File: src/vaxr_pkg.sv
package vaxr_pkg;

	// Fixed field widths
	localparam int VOXEL_W    = 8;
	localparam int ADDR_W     = 30;
	localparam int CODE_W     = 3;
	localparam int CFG_IDX_W  = 3;
	localparam int CFG_DATA_W = 11;
	localparam int AXES       = 3;

	// Configuration register indexes
	typedef enum logic [CFG_IDX_W-1:0] {
		REG_DIM_X       = 3'd0,
		REG_DIM_Y       = 3'd1,
		REG_DIM_Z       = 3'd2,
		REG_AXIS_CODE_X = 3'd3,
		REG_AXIS_CODE_Y = 3'd4,
		REG_AXIS_CODE_Z = 3'd5
	} cfg_reg_t;

	// Reset values of the axis codes: identity orientation
	localparam logic [CODE_W-1:0] CODE_RESET_X = 3'd1;
	localparam logic [CODE_W-1:0] CODE_RESET_Y = 3'd2;
	localparam logic [CODE_W-1:0] CODE_RESET_Z = 3'd3;

	// Decoded orientation: source axis and flip for each destination axis
	typedef struct packed {
		logic [AXES-1:0][1:0] src;
		logic [AXES-1:0]      flip;
		logic                 err;
	} axis_map_t;

	// Decode three signed axis codes, flag anything that is not a permutation
	function automatic axis_map_t decode_axes(input logic [AXES-1:0][CODE_W-1:0] codes);
		axis_map_t        m;
		logic [CODE_W-1:0] mag;
		logic [AXES-1:0]   bad;
		logic [AXES-1:0][1:0] hits;
		m    = '0;
		bad  = '0;
		hits = '0;
		for (int i = 0; i < AXES; i++) begin
			m.flip[i] = codes[i][CODE_W-1];
			mag = codes[i][CODE_W-1] ? CODE_W'(~codes[i] + CODE_W'(1)) : codes[i];
			if (mag >= CODE_W'(1) && mag <= CODE_W'(AXES)) begin
				m.src[i] = 2'(mag - CODE_W'(1));
				hits[m.src[i]] = hits[m.src[i]] + 2'd1;
			end else begin
				m.src[i] = 2'd0;
				bad[i]   = 1'b1;
			end
		end
		m.err = |bad;
		for (int i = 0; i < AXES; i++) begin
			if (hits[i] != 2'd1) begin
				m.err = 1'b1;
			end
		end
		return m;
	endfunction

endpackage

File: src/vaxr_raster_counter.sv
module vaxr_raster_counter import vaxr_pkg::*; #(
	parameter int MAX_DIM = 1024,
	localparam int DW = $clog2(MAX_DIM + 1),
	localparam int PW = $clog2(MAX_DIM)
) (
	input  logic                     clk,
	input  logic                     arst_n,
	input  logic                     advance,
	input  logic                     clear,
	input  logic [AXES-1:0][DW-1:0]  dims,
	output logic [AXES-1:0][PW-1:0]  pos,
	output logic                     last
);

	logic [AXES-1:0][PW-1:0] pos_q;
	logic [AXES-1:0]         at_end;

	// Detect the final coordinate on each axis
	always_comb begin
		for (int i = 0; i < AXES; i++) begin
			at_end[i] = !((DW'(pos_q[i]) + DW'(1)) < dims[i]);
		end
	end

	assign pos  = pos_q;
	assign last = &at_end;

	// Advance in raster order, x fastest; wrap after the final voxel
	always_ff @(posedge clk or negedge arst_n) begin
		if (!arst_n) begin
			pos_q <= '0;
		end else if (clear) begin
			pos_q <= '0;
		end else if (advance) begin
			if (!at_end[0]) begin
				pos_q[0] <= pos_q[0] + PW'(1);
			end else begin
				pos_q[0] <= '0;
				if (!at_end[1]) begin
					pos_q[1] <= pos_q[1] + PW'(1);
				end else begin
					pos_q[1] <= '0;
					if (!at_end[2]) begin
						pos_q[2] <= pos_q[2] + PW'(1);
					end else begin
						pos_q[2] <= '0;
					end
				end
			end
		end
	end

endmodule

File: config.mk
export PLATFORM = sky130hd
export DESIGN_NAME = vaxr_raster_counter
export DESIGN_NICKNAME = d
export VERILOG_FILES = /design/src/vaxr_pkg.sv /design/src/vaxr_raster_counter.sv
export SDC_FILE = /design/constraint.sdc
export NUM_CORES = 1
export LEC_CHECK = 0
export ABC_AREA = 1
export BUFFER_PORTS_ARGS = -buffer_cell sky130_fd_sc_hd__buf_2
export CORE_ASPECT_RATIO = 1.5
export CORE_MARGIN = 5
export CORE_UTILIZATION = 45
export CTS_CLUSTER_DIAMETER = 200
export DETAILED_ROUTE_END_ITERATION = 8
export PLACE_DENSITY = 0.69
export SLEW_MARGIN = 25
export SYNTH_ARGS = -nofsm -noshare
export SYNTH_HDL_FRONTEND = slang
export SYNTH_SLANG_ARGS = --single-unit
File: constraint.sdc
create_clock -name clk -period 2.7 [get_ports clk]
set_input_delay 0.27 -clock clk [delete_from_list [all_inputs] [get_ports clk]]
set_output_delay 0.27 -clock clk [all_outputs]
set_load 0.005 [all_outputs]
# --- Word level (Yosys, flattened, before mapping) ---
# Index checks and enable logic that the tools add are counted.
word_totals:
  reg_bits: 30
  in_bits: 37
  output_inout_bits: 31
  wordCells: 28
classes:
  add_sub_neg: 6
  n_lt_le_gt_ge: 3
  eq_ne: 2
  n_mux: 7
  reduce_logical: 7
ops:
  columns: ["operator", "n"]
  rows:
  - ["2-to-1 mux 30 bit", 2]
  - ["2-to-1 mux 10 bit", 4]
  - ["adder 10 x 1 -> 11 bit, second input constant", 3]
  - ["less-than comparator 11 bit", 3]
  - ["adder 10 x 1 -> 10 bit, second input constant", 3]
  - ["2-to-1 mux 20 bit", 1]
  - ["AND reduction 3 bit", 2]
  - ["!= test 2 bit, second input constant", 2]
  - ["zero test 1 bit", 3]
  - ["AND reduction 2 bit", 1]
  - ["nonzero test 2 bit", 1]

# --- Longest topological paths before layout ---
# Gate-level depths: netlist of the first run.
depth:
  depth_word: 7
  depth_mapped: 18
  depth_no_buf: 18

# --- Least setup slack after synthesis of the first run ---
# No wires, ideal clock.
synth_timing:
  path_kind: "register to output"
  from: "register pos_q, in the netlist pos[0]"
  to: "output port last"
  arrival_ns: 2.140
  t_required_ns: 2.430
  setup_slack_ns: 0.290
  path_stages_with_launch: 16
  path_buffers: 0
  cell_sequence: "dfrtp_1 ha_1 nand3_2 nor3_1 nand4_1 nand2_1 inv_1 ha_1 nand2_1 inv_1 nand2_1 nor2_1 nand2_1 nand3_2 nand2_1 a31oi_1"
synth_via:
  elab_chain_cells: 4
synth_lines:
  columns: ["item", "line", "text"]
  rows:
  - ["from (decl)", "vaxr_raster_counter.sv:15", "logic [AXES-1:0][PW-1:0] pos_q;"]
  - ["adder 10 x 1 -> 11 bit", "vaxr_raster_counter.sv:21", "at_end[i] = !((DW'(pos_q[i]) + DW'(1)) < dims[i]);"]
  - ["less-than comparator 11 bit", "vaxr_raster_counter.sv:21", null]
  - ["zero test 1 bit", "vaxr_raster_counter.sv:21", null]
  - ["AND reduction 3 bit", "vaxr_raster_counter.sv:26", "assign last = &at_end;"]
  - ["to (decl)", "vaxr_raster_counter.sv:12", "output logic last"]
# Every way passes these cells.

# --- Final worst setup path of the first run ---
# Ends and elaborated chain as after synthesis.

==> out/qor.txt, run 1 <==
Design Power -> 0.001189 W
Final number of setup-violating endpoints -> 24
Mux cell area share after synthesis -> 0
Synth Area in XOR/XNOR -> 0.06059
Netlist cell types -> 33
Grt met2 use -> 0.3344
Fin area -> 0.003695 sq mm
Register bit count reported by yosys -> 30
Core Rows -> 35
CTS sink cnt -> 30
Min Tclk post-route -> 2.881 ns
Cells after Synth -> 387
Gpl congestion -> 0.8792
Effective utilization at floorplan -> 0.4545
Nets@finish -> 562
Arr. time, crit path -> 2.61 ns
Combinational family with the most area after synthesis -> simple AND/OR/NAND/NOR gates
Total Wirelength -> 7.680 mm
Net count after synthesis -> 457
CTS H-tree lvls -> 2
IO Count -> 68
Vias in the first global route -> 2650
Largest net degree at the start of global routing -> 31
Clock transition at path regs -> 0.07 ns
GRT Total Usage -> 0.1843
Drt pass-1 iters -> 4
Number of DRC markers in iteration 0 -> 76
Flip-flop and latch area -> 754.5 sq um
Register area share after synthesis -> 0.2733
Grt total ovfl -> 0
Max reg flops -> 30
Area of the multi-input gates -> 0.001848 sq mm
Status -> complete, but fails checks
Total CTS buffers -> 5
Initial antenna violation count -> 0
Crit-path max FO -> 2
Worst min path class -> input port to async pin
Die span in x -> 73.79 um
Fmax achieved -> 347.1 MHz
Worst setup margin -> -0.1806 ns
DRC -> 0
Placed Area -> 0.003197 sq mm
Max-slew violation count -> 0
Post-synth EDFFs -> 0
Max-cap violations -> 0
Vias/cell -> 5.049
Die area -> 0.007798 sq mm
Crit end category -> primary output
Mapped cell area -> 0.002746 sq mm
CTS tree -> built
Startpoint Class -> register
CTS max path bufs -> 2
Worst reg2reg path depth -> 19
Hold Slack -> 0.02835 ns
M3 GR Usage -> 0.02863
Slew margin rel. -> 0.5350
Most common flop cell mapped by yosys -> dfrtp_1
Fillcell total -> 552
WL/cell -> 13.57 um
Average cell area after synthesis -> 7.097 sq um
Root buffer cell -> clkbuf_8
Leak -> 2.195 nW
Failing checks -> setup timing
DR vias -> 2858
Simple-gate portion of the synthesized area -> 0.3153
CORE AREA -> 0.006043 sq mm
Pwr dens -> 321.9 mW/mm^2
Final period util -> 1.067
Max Clock Skew -> 0.007492 ns
First-pass GRT wire length -> 11.56 mm
Met1 GRT Util -> 0.2081
HPWL Detailed -> 5.212 mm
Share of post-route cells with drive strength above 1 -> 0.3577
Critical path required time -> 2.43 ns
Busiest grt layer -> met2
Placed insts -> 530
Final Hold Viols -> 0
Post-synth ARST share -> 1.000
RSZ-0062 raised after global routing -> true
Peak supply drop -> 304.2 uV
PortBufs -> 67
Yosys Warn Count -> 0
Quantity of hold-fixing buffers added after cts -> 0
Post-synthesis compound-gate area fraction -> 0.07517
Synth Area in Adders -> 0.1503
Slew @ Worst Pin -> 0.6975 ns
Antenna Cells -> 0
Crit path kind -> register to primary output
DIE HEIGHT -> 105.7 um
Area Growth Syn to Fin -> 34.53%
Layout Cells excl Fill -> 566
Remaining antenna violation count -> 0
Clk_lat worst skew -> 0.28 ns
[cell usage in the layout, fill, tap and decap left out, types with 2 or more instances in the layout]
master    count
xnor2_1       4
nand4_1       6
dfrtp_1      27
nand3_2       7
nand4_2       3
inv_1        74
a21o_1        2
xor2_1       12
o22ai_1       3
nand2_1     104
ha_4          3
a21oi_1       9
nor2_2        5
nor2_4        6
nand3_4       3
clkbuf_8      5
buf_6         3
nand3_1      17
o21ai_0       3
dfrtp_2       3
nand2_2      12
inv_2         9
buf_2        67
ha_1         29
o21ai_2      10
nor2_1       18
buf_4        29
clkbuf_1      2
xor2_2        3
nor3_4        3
[worst max-delay path, stage by stage, from the launching register on]
cell,delay (ns)
dfrtp_1,0.41
ha_4,0.18
nand3_4,0.08
nor3_4,0.16
buf_6,0.14
xor2_2,0.16
inv_1,0.06
ha_1,0.30
a21oi_1,0.25
nand2_1,0.11
nand2_1,0.12
nand3_2,0.11
nand2_2,0.08
a31oi_1,0.04
buf_2,0.13
[routing by layer]
metal / up-vias / routed length (um)
met3: 32 / 405
met2: 96 / 4155
li1: 1409 / -
met4: 0 / 278
met1: 1321 / 2840
met5: - / 0
[power breakdown]
group | total (W) | internal [W] | leakage, nW | switching, W
registers | 0.000503 | 0.000474 | 0.407 | 0.0000286
clock network | 0.000346 | 0.000177 | 0.0383 | 0.000169
logic | 0.000341 | 0.000152 | 1.75 | 0.000189
[cells in the mapped netlist (all sizes together) (9+ instances only)]
master / instances / area (sq um)
nand2: 116 / 445.4
inv: 81 / 304.0
ha: 33 / 412.9
dfrtp: 30 / 750.7
nor2: 29 / 138.9
nand3: 26 / 150.2
xor2: 15 / 131.4
o21ai: 14 / 107.6
a21oi: 9 / 45.04
nand4: 9 / 75.08
[cell families after synthesis]
family	after synthesis
compound gates	31
xor+xnor	19
fa+ha+maj	33
buf+inv	87
flops	30
simple gates	187
[repair_timing]
item,in CTS,in global routing
cloned,0,1
endpoints found under the setup margin,1,31
pin swaps,10,24
resized for setup,9,39
setup buffers,22,8
[through the flow]
stage | utilization | setup slack (ns) | setup TNS (ns)
2_1_floorplan | - | 0.2899 | 0
3_3_place_gp | 0.5290 | 0.1237 | 0
3_5_place_dp | 0.5290 | -0.002147 | -0.002147
4_1_cts | 0.5760 | -0.03517 | -0.03517
5_1_grt | 0.6114 | -0.3100 | -6.327
6_report | 0.6114 | -0.1806 | -1.935
[final cells by class]
type	count	area share
well taps	74	0.02506
multi-input cells	271	0.5002
flip-flops and latches	30	0.2042
inverters	84	0.08568
clock buffers	7	0.02066
repair buffers	100	0.1642
[path summary, 6_finish.rpt]
check                           startpoint      end  slack [ns]
worst max-delay path                pos[0]     last       -0.18
worst min-delay path                arst_n   pos[9]        0.03
worst max register to register      pos[0]  pos[14]       -0.13
worst min register to register     pos[29]  pos[29]        0.53
max in group asynchronous           arst_n   pos[2]        2.18
min in group clk                   advance   pos[7]        0.36
Power figures use the tool's default switching activity.
==> inputs of run 2 (changes only) <==
- CTS_BUF_LIST: unset -> sky130_fd_sc_hd__clkbuf_8
==> run 2 against run 1 <==
Effect of this change:
- the flow still finishes with violations (setup timing)
- total power down 0.56%
- cell area unchanged
- critical path depth unchanged
- first-iteration DRC count down 1.3%
- hold slack worse by 0.00052 ns
- sequential power about the same
- utilization unchanged
- via count down 1.1%
- combinational power about the same
- routed wire length down 0.35%
- sequential share of layout area unchanged
- non-clock buffer count unchanged
==> out/qor.txt, run 2 (same netlist as run 1, synthesis figures left out) <==
Number of DRC markers in iteration 0 -> 75 (was 76)
Largest net degree at the start of global routing -> 31 (unchanged)
Pwr dens -> 320.1 mW/mm^2 (was 321.9 mW/mm^2)
Arr. time, crit path -> 2.60 ns (was 2.61 ns)
Max Clock Skew -> 0.009156 ns (was 0.007492 ns)
Critical path required time -> 2.43 ns (about the same)
Commonest non-fill, non-tap cells in the layout -> nand2_1 (104), inv_1 (76), buf_2 (67), ha_1 (29), buf_4 (29) (was nand2_1 (104), inv_1 (74), buf_2 (67), ha_1 (29), buf_4 (29))
HPWL Detailed -> 5.212 mm (unchanged)
WL/cell -> 13.52 um (was 13.57 um)
Antenna Cells -> 0 (unchanged)
Worst Setup EP -> last (unchanged)
GRT Total Usage -> 0.1843 (unchanged)
Clk_lat worst skew -> 0.28 ns (about the same)
Max reg flops -> 30 (unchanged)
CTS tree -> built (unchanged)
Max-slew violation count -> 0 (unchanged)
Total CTS buffers -> 5 (unchanged)
Placed insts -> 530 (unchanged)
DRC -> 0 (unchanged)
Remaining antenna violation count -> 0 (unchanged)
Final Hold Viols -> 0 (unchanged)
Crit Reg-Reg Startpoint -> pos[0] (unchanged)
Share of post-route cells with drive strength above 1 -> 0.3577 (unchanged)
Crit end category -> primary output (unchanged)
Worst setup margin -> -0.1740 ns (was -0.1806 ns)
Clock transition at path regs -> 0.07 ns (about the same)
CORE AREA -> 0.006043 sq mm (unchanged)
CTS sink cnt -> 30 (unchanged)
Area Growth Syn to Fin -> 34.53% (unchanged)
FF-to-FF setup slack -> -0.11 ns (was -0.13 ns)
Total Wirelength -> 7.653 mm (was 7.680 mm)
Root buffer cell -> clkbuf_8 (unchanged)
Layout Cells excl Fill -> 566 (unchanged)
Effective utilization at floorplan -> 0.4545 (unchanged)
Initial antenna violation count -> 0 (unchanged)
Nets@finish -> 562 (unchanged)
Slew @ Worst Pin -> 0.6949 ns (was 0.6975 ns)
Worst reg2reg path depth -> 19 (unchanged)
Crit-path max FO -> 2 (unchanged)
RSZ-0062 raised after global routing -> true (unchanged)
DIE HEIGHT -> 105.7 um (unchanged)
PortBufs -> 67 (unchanged)
Startpoint Class -> register (unchanged)
Crit path kind -> register to primary output (unchanged)
Final period util -> 1.064 (was 1.067)
Fin area -> 0.003695 sq mm (unchanged)
Leak -> 2.204 nW (was 2.195 nW)
Terminus of the critical flop-to-flop path -> pos[14] (unchanged)
Failing checks -> setup timing (unchanged)
Grt total ovfl -> 0 (unchanged)
First-pass GRT wire length -> 11.56 mm (unchanged)
Fmax achieved -> 347.9 MHz (was 347.1 MHz)
Worst min path class -> input port to async pin (unchanged)
Fillcell total -> 552 (unchanged)
Die area -> 0.007798 sq mm (unchanged)
Core Rows -> 35 (unchanged)
Min Tclk post-route -> 2.874 ns (was 2.881 ns)
Die span in x -> 73.79 um (unchanged)
Vias in the first global route -> 2650 (unchanged)
Drt pass-1 iters -> 4 (unchanged)
Gpl congestion -> 0.8792 (unchanged)
Status -> complete, but fails checks (unchanged)
Max-cap violations -> 0 (unchanged)
Placed Area -> 0.003197 sq mm (unchanged)
Quantity of hold-fixing buffers added after cts -> 0 (unchanged)
Slew margin rel. -> 0.5367 (was 0.5350)
Peak supply drop -> 294.2 uV (was 304.2 uV)
Commonest non-fill, non-tap cell in the layout -> nand2_1 (unchanged)
Crit path from -> pos[0] (unchanged)
Vias/cell -> 4.993 (was 5.049)
IO Count -> 68 (unchanged)
Final number of setup-violating endpoints -> 21 (was 24)
CTS max path bufs -> 2 (unchanged)
CTS H-tree lvls -> 2 (unchanged)
DR vias -> 2826 (was 2858)
run 2: changes by cell type in the layout (fill, tap and decap cells not counted), sizes merged:
cell    before  now
inv         83   85
clkbuf       7    5
run 2: final cells by class:
cell class	count	area [sq um]	share of cell area
clock buffers	5	68.82	0.01863
well taps	74	92.59	0.02506
inverters	84	316.6	0.08568
flip-flops and latches	30	754.5	0.2042
multi-input cells	271	1848	0.5002
repair buffers	100	606.8	0.1642
clock inverters	2	7.507	0.002032
run 2: repair_timing:
action                     in CTS  in global routing
pin swaps                      10                 24
setup endpoints to repair       1                 31
gates resized for setup         9                 39
cloned                          0                  1
setup buffers                  22                  8
run 2: metrics by stage:
step | setup TNS, ns | worst slack (ns) | utilization | power, W | hold slack, ns
2_1_floorplan | 0 | 0.2899 | - | 0.0006844 | -0.02559
3_5_place_dp | -0.002147 | -0.002147 | 0.5290 | 0.0008024 | 0.3631
3_3_place_gp | 0 | 0.1237 | 0.5290 | 0.0007958 | 0.3601
5_1_grt | -6.320 | -0.3100 | 0.6114 | 0.001262 | 0.08072
4_1_cts | -0.03517 | -0.03517 | 0.5760 | 0.001157 | 0.06076
6_report | -1.546 | -0.1740 | 0.6114 | 0.001183 | 0.02783
run 2: worst min path at each step:
| stage | from | end | cells after the start | slack, ns |
|---|---|---|---|---|
| floorplan | arst_n | pos[0] | 0 | -0.03 |
| global placement | arst_n | pos[3] | 1 | 0.36 |
| detailed placement | arst_n | pos[3] | 1 | 0.36 |
| CTS | arst_n | pos[3] | 1 | 0.06 |
| global route | arst_n | pos[6] | 1 | 0.08 |
| finish | arst_n | pos[9] | 1 | 0.03 |
run 2: worst max-delay path, cell delays in order (launching register included):
cell	delay (ns)
dfrtp_1	0.41
ha_4	0.18
nand3_4	0.08
nor3_4	0.16
buf_6	0.14
xor2_2	0.14
inv_1	0.06
ha_1	0.31
a21oi_1	0.26
nand2_1	0.11
nand2_1	0.12
nand3_2	0.11
nand2_2	0.08
a31oi_1	0.04
buf_2	0.13
run 2: power by group:
group          switching [W]  internal [W]  total [W]  leakage, nW
Clock               0.000170      0.000170   0.000340       0.0466
Sequential         0.0000285      0.000474   0.000503        0.407
Combinational       0.000189      0.000152   0.000341         1.75
run 2: layer usage:
metal / part of all wire / routed length (um) / GRT usage
met5: 0 / 0 / 0
met1: 0.37 / 2826 / 0.2081
met4: 0.030 / 231 / 0.06995
met2: 0.55 / 4223 / 0.3344
met3: 0.048 / 371 / 0.02863
